$ cat src/design/ftsc_pkg.sv
// ----------------------------------------------------------------------------
// ftsc_pkg: shared types and constants of the float to sample converter
// Holds register indexes, the depth reset value and field widths.
// ----------------------------------------------------------------------------
package ftsc_pkg;
    localparam int unsigned FloatW   = 32;
    localparam int unsigned SampleW  = 32;
    localparam int unsigned DepthW   = 6;
    localparam int unsigned CfgIdxW  = 2;
    localparam int unsigned CfgDataW = 6;

    typedef enum logic [CfgIdxW-1:0] {
        REG_SAMPLE_DEPTH   = 2'd0,
        REG_SIGNED_SAMPLES = 2'd1,
        REG_NLT_TYPE3      = 2'd2
    } t_cfg_reg;

    localparam logic [DepthW-1:0] BitDepthReset = 6'd8;
endpackage

$ cat src/design/ftsc_in_if.sv
// ----------------------------------------------------------------------------
// ftsc_in_if: input channel
// Carries one binary32 sample and its last flag with valid and ready.
// ----------------------------------------------------------------------------
interface ftsc_in_if import ftsc_pkg::*; ();
    logic              valid;
    logic              ready;
    logic [FloatW-1:0] float_bits;
    logic              last_in;
    modport source (output valid, output float_bits, output last_in, input ready);
    modport sink   (input valid, input float_bits, input last_in, output ready);
endinterface

$ cat src/design/ftsc_out_if.sv
// ----------------------------------------------------------------------------
// ftsc_out_if: output channel
// Carries one integer sample and its last flag with valid and ready.
// ----------------------------------------------------------------------------
interface ftsc_out_if import ftsc_pkg::*; ();
    logic                      valid;
    logic                      ready;
    logic signed [SampleW-1:0] int_sample;
    logic                      last_out;
    modport source (output valid, output int_sample, output last_out, input ready);
    modport sink   (input valid, input int_sample, input last_out, output ready);
endinterface

$ cat src/design/float_to_sample_converter_unit.sv
// ----------------------------------------------------------------------------
// float_to_sample_converter_unit: binary32 to integer sample conversion
// Scales by 2^depth, rounds to nearest even, clamps, then offsets or maps by mode.
// ----------------------------------------------------------------------------
//  Channel   Direction  Payload
//  i_in      sink       float_bits[31:0], last_in
//  o_out     source     int_sample[31:0], last_out
//  config    write      i_cfg_we, i_cfg_idx[1:0], i_cfg_data[5:0]
//
// Four register stages: decode, shift, round and clamp, offset and output.
// One transfer per clock is sustained while the output is not stalled.
// All stages advance together when the output register is free or taken,
// so a stall holds every stage and nothing is lost or repeated.
// Reset clears the valid bits and the sign and type 3 registers, and sets the depth to its reset value.
// ----------------------------------------------------------------------------
module float_to_sample_converter_unit import ftsc_pkg::*; (
    input  logic                i_clk,
    input  logic                i_rst_n,
    input  logic                i_cfg_we,
    input  logic [CfgIdxW-1:0]  i_cfg_idx,
    input  logic [CfgDataW-1:0] i_cfg_data,
    ftsc_in_if.sink             i_in,
    ftsc_out_if.source          o_out
);
    logic [DepthW-1:0] r_depth;
    logic              r_signed;
    logic              r_nlt3;
    logic [5:0]        w_bd;

    logic [3:0] r_vld;
    logic       w_adv;

    // Stage 1 registers.
    logic        r1_sgn, r1_nan, r1_inf, r1_big, r1_zero, r1_last;
    logic [23:0] r1_m;
    logic [4:0]  r1_sh;
    logic        r1_left;
    // Stage 2 registers.
    logic        r2_sgn, r2_nan, r2_inf, r2_last;
    logic [40:0] r2_mag;
    logic        r2_rnd;
    // Stage 3 registers.
    logic [31:0] r3_val;
    logic        r3_last;
    // Stage 4 registers.
    logic [31:0] r4_val;
    logic        r4_last;

    always_ff @(posedge i_clk) begin
        if (!i_rst_n) begin
            r_depth  <= BitDepthReset;
            r_signed <= 1'b0;
            r_nlt3   <= 1'b0;
        end else if (i_cfg_we) begin
            unique case (i_cfg_idx)
                REG_SAMPLE_DEPTH:   r_depth  <= i_cfg_data;
                REG_SIGNED_SAMPLES: r_signed <= i_cfg_data[0];
                REG_NLT_TYPE3:      r_nlt3   <= i_cfg_data[0];
                default: ;
            endcase
        end
    end

    assign w_bd = (r_depth == '0) ? 6'd1 :
                  (r_depth > 6'd32) ? 6'd32 : r_depth;

    assign w_adv      = !r_vld[3] || o_out.ready;
    assign i_in.ready = w_adv;

    always_ff @(posedge i_clk) begin
        if (!i_rst_n) begin
            r_vld <= '0;
        end else if (w_adv) begin
            r_vld <= {r_vld[2:0], i_in.valid};
        end
    end

    // Stage 1: decode and compute the shift e2 = exp - 150 + bd.
    logic [7:0]        w_ex;
    logic signed [9:0] w_e2;
    always_comb begin
        w_ex = i_in.float_bits[30:23];
        w_e2 = $signed({2'b00, (w_ex != 8'd0) ? w_ex : 8'd1}) - 10'sd150
             + $signed({4'b0000, w_bd});
    end

    always_ff @(posedge i_clk) begin
        if (w_adv) begin
            r1_sgn  <= i_in.float_bits[31];
            r1_nan  <= (w_ex == 8'hFF) && (i_in.float_bits[22:0] != '0);
            r1_inf  <= (w_ex == 8'hFF) && (i_in.float_bits[22:0] == '0);
            r1_m    <= {w_ex != 8'd0, i_in.float_bits[22:0]};
            r1_last <= i_in.last_in;
            r1_left <= !w_e2[9];
            r1_big  <= !w_e2[9] && (w_e2 >= 10'sd17);
            // Right shifts of 26 or more always give zero.
            r1_zero <= w_e2[9] && (w_e2 <= -10'sd26);
            r1_sh   <= w_e2[9] ? 5'(-w_e2) : 5'(w_e2);
        end
    end

    // Stage 2: shift and form the round-up decision. A left shift of 17
    // or more is far beyond any clamp limit. The remainder and the half
    // point are one bit wider than the mantissa so that a right shift of
    // 25 keeps its half point of 2^24.
    logic [40:0] w_shl;
    logic [23:0] w_q;
    logic [24:0] w_rem, w_half;
    logic        w_up;
    always_comb begin
        w_shl  = {17'd0, r1_m} << r1_sh;
        w_q    = r1_m >> r1_sh;
        w_rem  = {1'b0, r1_m} & ((25'd1 << r1_sh) - 25'd1);
        w_half = 25'd1 << (r1_sh - 5'd1);
        w_up   = (r1_sh != 5'd0) &&
                 ((w_rem > w_half) || ((w_rem == w_half) && w_q[0]));
    end

    always_ff @(posedge i_clk) begin
        if (w_adv) begin
            r2_sgn  <= r1_sgn;
            r2_nan  <= r1_nan;
            r2_inf  <= r1_inf || (r1_big && r1_m != '0);
            r2_last <= r1_last;
            if (r1_left) begin
                r2_mag <= w_shl;
                r2_rnd <= 1'b0;
            end else if (r1_zero) begin
                r2_mag <= '0;
                r2_rnd <= 1'b0;
            end else begin
                r2_mag <= {17'd0, w_q};
                r2_rnd <= w_up;
            end
        end
    end

    // Stage 3: round, negate and clamp.
    logic [40:0]        w_mag;
    logic signed [41:0] w_val, w_lo, w_hi;
    logic [31:0]        w_clamp;
    always_comb begin
        w_mag = r2_mag + {40'd0, r2_rnd};
        w_val = r2_sgn ? -$signed({1'b0, w_mag}) : $signed({1'b0, w_mag});
        w_hi  = $signed(42'd1 << (w_bd - 6'd1)) - 42'sd1;
        w_lo  = -$signed(42'd1 << (w_bd - 6'd1));
        if (r2_nan)
            w_clamp = 32'h8000_0000;
        else if (r2_inf)
            w_clamp = r2_sgn ? w_lo[31:0] : w_hi[31:0];
        else if (w_val < w_lo)
            w_clamp = w_lo[31:0];
        else if (w_val > w_hi)
            w_clamp = w_hi[31:0];
        else
            w_clamp = w_val[31:0];
    end

    always_ff @(posedge i_clk) begin
        if (w_adv) begin
            r3_val  <= w_clamp;
            r3_last <= r2_last;
        end
    end

    // Stage 4: half-range offset or the type 3 mapping of negatives.
    logic [31:0] w_halfr, w_out;
    always_comb begin
        w_halfr = 32'(33'd1 << (w_bd - 6'd1));
        if (r_signed) begin
            if (r_nlt3 && r3_val[31])
                w_out = (32'd0 - (w_halfr + 32'd1)) - r3_val;
            else
                w_out = r3_val;
        end else begin
            w_out = r3_val + w_halfr;
        end
    end

    always_ff @(posedge i_clk) begin
        if (w_adv) begin
            r4_val  <= w_out;
            r4_last <= r3_last;
        end
    end

    assign o_out.valid      = r_vld[3];
    assign o_out.int_sample = $signed(r4_val);
    assign o_out.last_out   = r4_last;
endmodule

$ cat src/flat_wrapper.sv
// flat-port wrapper written by rule: the top's interface ports become plain ports
module float_to_sample_converter_unit_flat import ftsc_pkg::*;
  (i_clk, i_rst_n, i_cfg_we, i_cfg_idx, i_cfg_data, i_in_valid, i_in_float_bits, i_in_last_in, i_in_ready, o_out_valid, o_out_int_sample, o_out_last_out, o_out_ready);
  ftsc_in_if i_in_i ();
  ftsc_out_if o_out_i ();
  input  logic i_clk;
  input  logic i_rst_n;
  input  logic i_cfg_we;
  input  logic [CfgIdxW-1:0] i_cfg_idx;
  input  logic [CfgDataW-1:0] i_cfg_data;
  input wire logic [$bits(i_in_i.valid)-1:0] i_in_valid;
  input wire logic [$bits(i_in_i.float_bits)-1:0] i_in_float_bits;
  input wire logic [$bits(i_in_i.last_in)-1:0] i_in_last_in;
  output wire logic [$bits(i_in_i.ready)-1:0] i_in_ready;
  output wire logic [$bits(o_out_i.valid)-1:0] o_out_valid;
  output wire logic [$bits(o_out_i.int_sample)-1:0] o_out_int_sample;
  output wire logic [$bits(o_out_i.last_out)-1:0] o_out_last_out;
  input wire logic [$bits(o_out_i.ready)-1:0] o_out_ready;
  assign i_in_i.valid = i_in_valid;
  assign i_in_i.float_bits = i_in_float_bits;
  assign i_in_i.last_in = i_in_last_in;
  assign i_in_ready = i_in_i.ready;
  assign o_out_valid = o_out_i.valid;
  assign o_out_int_sample = o_out_i.int_sample;
  assign o_out_last_out = o_out_i.last_out;
  assign o_out_i.ready = o_out_ready;
  float_to_sample_converter_unit u_core (.i_clk(i_clk), .i_rst_n(i_rst_n), .i_cfg_we(i_cfg_we), .i_cfg_idx(i_cfg_idx), .i_cfg_data(i_cfg_data), .i_in(i_in_i), .o_out(o_out_i));
endmodule
$ cat config.mk
export PLATFORM = sky130hd
export DESIGN_NAME = float_to_sample_converter_unit_flat
export DESIGN_NICKNAME = d
export VERILOG_FILES = /design/src/design/ftsc_pkg.sv /design/src/design/ftsc_in_if.sv /design/src/design/ftsc_out_if.sv /design/src/design/float_to_sample_converter_unit.sv /design/src/flat_wrapper.sv
export SDC_FILE = /design/constraint.sdc
export NUM_CORES = 1
export LEC_CHECK = 0
export ABC_AREA = 1
export BUFFER_PORTS_ARGS = -buffer_cell sky130_fd_sc_hd__buf_2
export CORE_MARGIN = 1
export CORE_UTILIZATION = 35
export CTS_CLUSTER_DIAMETER = 200
export DETAILED_ROUTE_END_ITERATION = 8
export GPL_TIMING_DRIVEN = 0
export PLACE_DENSITY = 0.52
export SYNTH_ARGS = -nofsm -noshare
export SYNTH_HDL_FRONTEND = slang
export SYNTH_SLANG_ARGS = --single-unit
$ cat constraint.sdc
create_clock -name i_clk -period 9.1 [get_ports i_clk]
set_input_delay 0.91 -clock i_clk [delete_from_list [all_inputs] [get_ports i_clk]]
set_output_delay 0.91 -clock i_clk [all_outputs]
set_load 0.03 [all_outputs]
==> results of run 1 <==
[state kept, by name, indices dropped and copies added, names as in the netlist, 4 cells and up]
name                     count
u_core.r1_m                 24
u_core.r_depth               6
u_core.r_vld                 4
u_core.r1_sh                 5
u_core.r3_val               32
u_core.r2_mag               41
u_core.o_out.int_sample     32
[critical path, delay by kind of cell (launching register included)]
| kind | cells | cell delay [ns] |
|---|---|---|
| fa+ha+maj | 2 | 0.63 |
| buf+inv | 13 | 2.56 |
| flops | 1 | 0.33 |
| simple gates | 19 | 3.94 |
[cells by family after synthesis]
kind of cell             share of synthesized area (%)
adder cells (fa/ha/maj)                           11.5
AO/OA/AOI/OAI                                     19.1
AND/OR/NAND/NOR                                   30.4
XOR/XNOR                                          4.82
flip-flops                                        22.8
other                                           0.0366
multiplexers                                     0.781
buffers and inverters                             10.5
[through the flow]
step                area [sq um]  utilization [%]  hold slack (ns)  worst slack, ns  std cells
finish                     22500             39.0            0.422             1.32       4062
global route               22500             39.0            0.432             1.20       4062
CTS                        22500             39.0            0.416             1.73       4062
global placement           21900             37.9            0.408             1.77       4029
floorplan                  20500                -            0.400             4.13       3184
detailed placement         21900             38.0            0.407             1.76       4030
[metal layers]
layer,vias up,track usage (%)
li1,10800,-
met1,10600,40.5
met2,821,45.3
met3,118,4.74
met4,0,10.5
met5,-,0
[final cells by class]
class | count | area share (%)
Buffer | 110 | 2.09
Timing Repair Buffer | 81 | 1.90
Clock inverter | 15 | 0.744
Sequential cell | 160 | 20.8
Multi-Input combinational cell | 2465 | 60.8
Clock buffer | 17 | 1.89
Tap cell | 765 | 4.25
Inverter | 449 | 7.54
[power by group through the flow]
stage | Clock [mW] | Sequential (mW) | Combinational (mW)
6_report | 0.747 | 1.33 | 4.51
5_1_grt | 0.789 | 1.36 | 4.98
4_1_cts | 0.772 | 1.33 | 4.45
3_5_place_dp | 0 | 1.34 | 4.42
3_3_place_gp | 0 | 1.34 | 4.39
2_1_floorplan | 0 | 1.39 | 2.89
[how the worst max path moves through the flow]
stage	slack, ns	endpoint	start
2_1_floorplan	4.13	i_in_ready	o_out_ready
3_3_place_gp	1.77	u_core.r3_val[17]$_SDFFCE_PP0P_	u_core.r_depth[5]$_SDFFE_PN0P_
3_5_place_dp	1.76	u_core.r3_val[31]$_SDFFCE_PP1P_	u_core.r_depth[5]$_SDFFE_PN0P_
4_1_cts	1.73	u_core.r3_val[31]$_SDFFCE_PP1P_	u_core.r_depth[5]$_SDFFE_PN0P_
5_1_grt	1.20	u_core.r3_val[31]$_SDFFCE_PP1P_	u_core.r_depth[5]$_SDFFE_PN0P_
6_report	1.32	u_core.r3_val[31]$_SDFFCE_PP1P_	u_core.r_depth[5]$_SDFFE_PN0P_
[synth_stat cells, drive strengths merged (31+ instances only)]
library cell / number / area (sq um)
xnor2: 35 / 307
nand4: 40 / 265
buf: 31 / 174
ha: 185 / 2310
xor2: 77 / 682
nand2: 769 / 3020
a21oi: 295 / 1490
clkbuf: 79 / 297
nor2: 339 / 1450
edfxtp: 148 / 4440
nand3: 185 / 926
nor3: 42 / 215
inv: 443 / 1670
o21ai: 277 / 1390
==> load_flow_metrics.sql, run 1 <==
INSERT INTO impl_metrics (metric_group, metric, value, unit) VALUES
('outcome', 'status', 'finished with violations', ''),
('outcome', 'failed_checks', 'capacitance limit, slew limit', ''),
('cells_and_area', 'regArea', '4680', 'sq um'),
('synth', 'synth_enable_flop_cells', '148', ''),
('sta', 'layout_min_cycle_time', '7.78', 'ns'),
('sta', 'max_slew.worst_pin.slew', '1.57', 'ns'),
('cells_and_area', 'fillCellCount', '6290', ''),
('power', 'sequentialPowerShare', '20.2', '%'),
('power', 'p_int', '2.83', 'mW'),
('place', 'port_buffers', '80', ''),
('hold_path', 'min-delay-start', 'u_core.r1_nan$_DFFE_PP_', ''),
('power', 'switching_power', '3.76', 'mW'),
('floorplan', 'initial_core_utilization', '35.5', '%'),
('sta', 'layout_worst_path_cycle_share', '85.5', '%'),
('synth', 'synth_cells', '3174', ''),
('cells_and_area', 'multi_input_area', '13700', 'sq um'),
('route', 'post-route-drc-count', '0', ''),
('synth', 'synth.ff_latch_count', '160', ''),
('cells_and_area', 'top_library_cells_by_usage_in_the_layout_fill_and_taps_aside', 'nand2_1 (738), inv_1 (424), nor2_1 (305)', ''),
('cells_and_area', 'final_common_cell', 'nand2_1', ''),
('global_routing', 'grt_antenna_before_repair', '1', ''),
('worst_setup_path', 'worst-r2r-setup-slack', '1.32', 'ns'),
('route', 'routed_wl', '88000', 'microns'),
('synth', 'synth-async-reset-ratio', '0', '%'),
('place', 'gpl.final_weighted_congestion', '0.995', ''),
('worst_setup_path', 'worst-path-max-fanout', '10', ''),
('hold_path', 'hp-class', 'flip-flop to flip-flop', ''),
('sta', 'slew_headroom', '-5.78', '%'),
('synth', 'synthesis.yosys.warnings', '0', ''),
('power', 'total_power', '6.59', 'mW'),
('worst_setup_path', 'critical-path-slowest-cell', 'nor3_1', ''),
('global_routing', 'grt_max_degree', '78', ''),
('floorplan', 'core', '57800', 'sq um'),
('sta', 'final_hold_viol_count', '0', ''),
('floorplan', 'design.die.area', '59600', 'sq um'),
('global_routing', 'grt_overflow', '0', ''),
('synth', 'synth_sequential_area_ratio', '22.8', '%'),
('route', 'top_layer_used', 'met4', ''),
('floorplan', 'fp.dieW', '244', 'microns'),
('cells_and_area', 'final_layout_size_suffix_gt1_share', '7.13', '%'),
('power', 'power.combinational.fraction', '68.5', '%'),
('sta', 'setup_viol_count_final', '0', ''),
('hold_path', 'min_path_cells', '0', ''),
('sta', 'grt_setup_unrepaired', 'false', ''),
('flow_run', 'cap_violations', '1', ''),
('power', 'maximum_resistive_drop_on_vdd', '177', 'uV'),
('worst_setup_path', 'setup.worst_path.start_class', 'flip-flop', ''),
('power', 'swShare', '57.1', '%'),
('synth', 'synthFlopType', 'edfxtp_1', ''),
('route', 'drt_iter0_markers', '2045', ''),
('global_routing', 'global_route_wire_length_before_repair', '130000', 'microns'),
('sta', 'finClkSkew', '0.0232', 'ns'),
('global_routing', 'vias_in_the_first_global_route', '20900', ''),
('worst_setup_path', 'critical_path.reg2reg.endpoint', 'u_core.r3_val[31]$_SDFFCE_PP1P_', ''),
('synth', 'synth_cell_types', '66', ''),
('cts', 'clk_latency', '0.50', 'ns'),
('place', 'dp_hpwl', '74400', 'microns'),
('worst_setup_path', 'worst_ep_required_time', '9.30', 'ns'),
('sta', 'maxClockFrequency', '0.128', 'GHz'),
('cts', 'cts_tree', 'done', ''),
('sta', 'fin_tns_setup', '0', 'ns'),
('route', 'ant_nets', '0', ''),
('route', 'wl_per_cell', '21.7', 'microns'),
('cts', 'ctsResizeCount', '0', ''),
('sta', 'final-max-slew-violation-count', '6', ''),
('floorplan', 'io_pins', '81', ''),
('hold_path', 'hold_end', 'u_core.r2_nan$_DFFE_PP_', ''),
('cts', 'cts_made_buffers', '17', ''),
('cts', 'cts_hold_buf', '0', ''),
('synth', 'syn_area', '20500', 'sq um'),
('worst_setup_path', 'regToRegStartpoint', 'u_core.r_depth[5]$_SDFFE_PN0P_', '');
(Power assumes the default switching activity.)
==> run 2: changes to the inputs <==
PLACE_DENSITY = 0.54   (was 0.52)
clock period = 7.5 ns   (was 9.1 ns; I/O delays follow)
==> load_flow_metrics.sql, run 2 (synthesized netlist as in run 1, its figures left out) <==
INSERT INTO impl_metrics (metric_group, metric, value, unit) VALUES
('power', 'total_power', '7.87', 'mW'),
('floorplan', 'die_h', '244', 'microns'),
('cells_and_area', 'final_layout_size_suffix_gt1_share', '7.16', '%'),
('global_routing', 'grt_antenna_before_repair', '0', ''),
('power', 'maximum_resistive_drop_on_vdd', '210', 'uV'),
('cells_and_area', 'top_library_cells_by_usage_in_the_layout_fill_and_taps_aside', 'nand2_1 (738), inv_1 (424), nor2_1 (305)', ''),
('global_routing', 'vias_in_the_first_global_route', '20300', ''),
('worst_setup_path', 'regToRegStartpoint', 'u_core.r_depth[1]$_SDFFE_PN0P_', ''),
('sta', 'setup_viol_count_final', '0', ''),
('cells_and_area', 'stdcell_area', '22500', 'sq um'),
('power', 'leakage', '10.8', 'nW'),
('worst_setup_path', 'worst_ep_required_time', '7.74', 'ns'),
('sta', 'slew_headroom', '7.76', '%'),
('sta', 'max_slew.worst_pin.slew', '1.37', 'ns'),
('worst_setup_path', 'crit_path_frequent_cell', 'nand2_1', ''),
('worst_setup_path', 'worstSetupStartpoint', 'u_core.r_depth[1]$_SDFFE_PN0P_', ''),
('sta', 'finClkSkew', '0.0150', 'ns'),
('cts', 'count_of_clock_tree_sinks', '160', ''),
('cells_and_area', 'largest_reg_flops', '41', ''),
('cells_and_area', 'final_common_cell', 'nand2_1', ''),
('cts', 'cts_made_buffers', '17', ''),
('route', 'drt_iter0_markers', '2238', ''),
('floorplan', 'initial_core_utilization', '35.5', '%'),
('floorplan', 'design.die.area', '59600', 'sq um'),
('cells_and_area', 'largest_register', 'u_core.r2_mag', ''),
('global_routing', 'grt_max_degree', '85', ''),
('sta', 'grt_setup_unrepaired', 'false', ''),
('worst_setup_path', 'setup.worst_path.start_class', 'flip-flop', ''),
('floorplan', 'core.rowCount', '88', ''),
('cells_and_area', 'fillCellCount', '6420', ''),
('global_routing', 'grt_use_total', '27.1', '%'),
('cells_and_area', 'antenna_cells', '0', ''),
('worst_setup_path', 'critical_path.endpoint_type', 'flip-flop', ''),
('route', 'route.detailed.vias_per_inst', '5.40', ''),
('hold_path', 'hp-class', 'flip-flop to flip-flop', ''),
('sta', 'maxClockFrequency', '0.147', 'GHz'),
('worst_setup_path', 'cp_data_arrival_time', '7.05', 'ns'),
('worst_setup_path', 'worst-setup-path-type', 'flip-flop to flip-flop', ''),
('worst_setup_path', 'worst-path-max-fanout', '10', ''),
('global_routing', 'global_route_wire_length_before_repair', '122000', 'microns'),
('cells_and_area', 'finalNonFillerCells', '4062', ''),
('place', 'port_buffers', '80', ''),
('floorplan', 'core', '57800', 'sq um'),
('cts', 'cts.reportedPaths.clkPinSlew', '0.07', 'ns'),
('sta', 'fin_hold_ws', '0.423', 'ns'),
('sta', 'final_hold_viol_count', '0', ''),
('place', 'dpl-instance-area', '21900', 'sq um'),
('floorplan', 'fp.dieW', '244', 'microns'),
('cts', 'ctsResizeCount', '0', ''),
('worst_setup_path', 'critical_path.reg2reg.endpoint', 'u_core.r3_val[9]$_SDFFCE_PP0P_', ''),
('cts', 'cts_tree', 'done', ''),
('floorplan', 'io_pins', '81', ''),
('worst_setup_path', 'rr_worst_depth', '35', ''),
('cts', 'cts_buffer_depth', '2', ''),
('flow_run', 'cap_violations', '0', ''),
('sta', 'layout_worst_path_cycle_share', '90.8', '%'),
('place', 'placedCellCount', '4030', ''),
('cells_and_area', 'num-nets-final', '3517', ''),
('cells_and_area', 'area_growth', '9.93', '%'),
('route', 'ant_nets', '0', ''),
('route', 'vias', '21900', ''),
('cts', 'post-cts-setup-buffer-count', '0', ''),
('cts', 'root_buffer', 'clkbuf_16', ''),
('place', 'gpl.final_weighted_congestion', '0.983', ''),
('outcome', 'status', 'completed', ''),
('sta', 'layout_min_cycle_time', '6.81', 'ns'),
('cts', 'htree_levels', '4', ''),
('worst_setup_path', 'critical-path-slowest-cell', 'nor3_2', ''),
('route', 'routed_wl', '81800', 'microns'),
('sta', 'fin_tns_setup', '0', 'ns'),
('route', 'post-route-drc-count', '0', ''),
('place', 'dp_hpwl', '68700', 'microns'),
('global_routing', 'grt_overflow', '0', ''),
('route', 'pre_repair_dr_iteration_count', '5', ''),
('cts', 'clk_latency', '0.50', 'ns'),
('worst_setup_path', 'worst-r2r-setup-slack', '0.69', 'ns'),
('worst_setup_path', 'critPathCapture', 'u_core.r3_val[9]$_SDFFCE_PP0P_', ''),
('route', 'wl_per_cell', '20.1', 'microns'),
('worst_setup_path', 'cpPeakStageDelay', '0.71', 'ns'),
('power', 'power-per-cell-area', '349', 'nW/um^2'),
('sta', 'final-max-slew-violation-count', '0', ''),
('cts', 'cts_hold_buf', '0', '');
==> run 2: cell count changes in the layout (fill, tap and decap cells not counted) <==
| cell | previous run | this run |
|---|---|---|
| o311ai_1 | 1 | 0 |
| clkbuf_8 | 0 | 1 |
| nor3_2 | 1 | 2 |
| clkinv_2 | 1 | 0 |
| inv_8 | 5 | 3 |
| clkinv_4 | 2 | 3 |
| o311ai_0 | 3 | 4 |
| nor3_1 | 41 | 40 |
| bufinv_16 | 0 | 1 |
| inv_6 | 3 | 6 |
| clkinv_8 | 4 | 2 |
| clkinvlp_4 | 2 | 1 |
==> run 2: worst max-delay path, delay by kind of cell, from the launching register on <==
kind | cells | cell delay (ns)
AO/OA/AOI/OAI | 1 | 0.28
AND/OR/NAND/NOR | 22 | 3.40
flip-flops | 1 | 0.30
buffers and inverters | 10 | 1.94
adder cells (fa/ha/maj) | 2 | 0.58
==> run 2: through the flow <==
step / setup slack (ns) / util, %
after detailed placement: 0.894 / 38.0
final: 0.693 / 39.0
after CTS: 0.855 / 39.0
after global placement: 0.167 / 37.9
after floorplan: 2.83 / -
after global routing: 0.327 / 39.0
==> run 2: metal layers <==
layer  vias up  share of wire, %  global-route usage (%)  wire length, microns
li1      10800                 -                       -                     -
met1     10100                44                    36.0                 36300
met2       872                44                    42.8                 36300
met3       173               6.9                    4.29                  5630
met4         0               4.5                    12.9                  3660
met5         -                 0                       0                     0
==> run 2: worst min-delay path by stage <==
stage	from	to	slack, ns	depth (start not counted)
after floorplan	u_core.r3_last$_DFFE_PP_	u_core.o_out.last_out$_DFFE_PP_	0.40	0
after global placement	u_core.r1_last$_DFFE_PP_	u_core.r2_last$_DFFE_PP_	0.41	0
after detailed placement	u_core.r1_last$_DFFE_PP_	u_core.r2_last$_DFFE_PP_	0.41	0
after CTS	i_in_float_bits[31]	u_core.r1_sgn$_DFFE_PP_	0.39	1
after global routing	i_in_float_bits[31]	u_core.r1_sgn$_DFFE_PP_	0.41	1
final	u_core.r2_last$_DFFE_PP_	u_core.r3_last$_DFFE_PP_	0.42	0
==> run 2: report_power, final <==
group | total (mW) | switching, mW | internal, mW
logic | 5.34 | 3.71 | 1.63
clock network | 0.922 | 0.440 | 0.482
registers | 1.61 | 0.255 | 1.35
==> run 2: layout make-up <==
type                    count  area [sq um]  share of cell area (%)
repair buffers             81           428                    1.90
plain buffers             110           470                    2.09
multi-input cells        2465         13700                    60.8
clock inverters            14           165                   0.732
well taps                 765           957                    4.25
inverters                 449          1700                    7.53
clock buffers              18           439                    1.95
flip-flops and latches    160          4680                    20.8
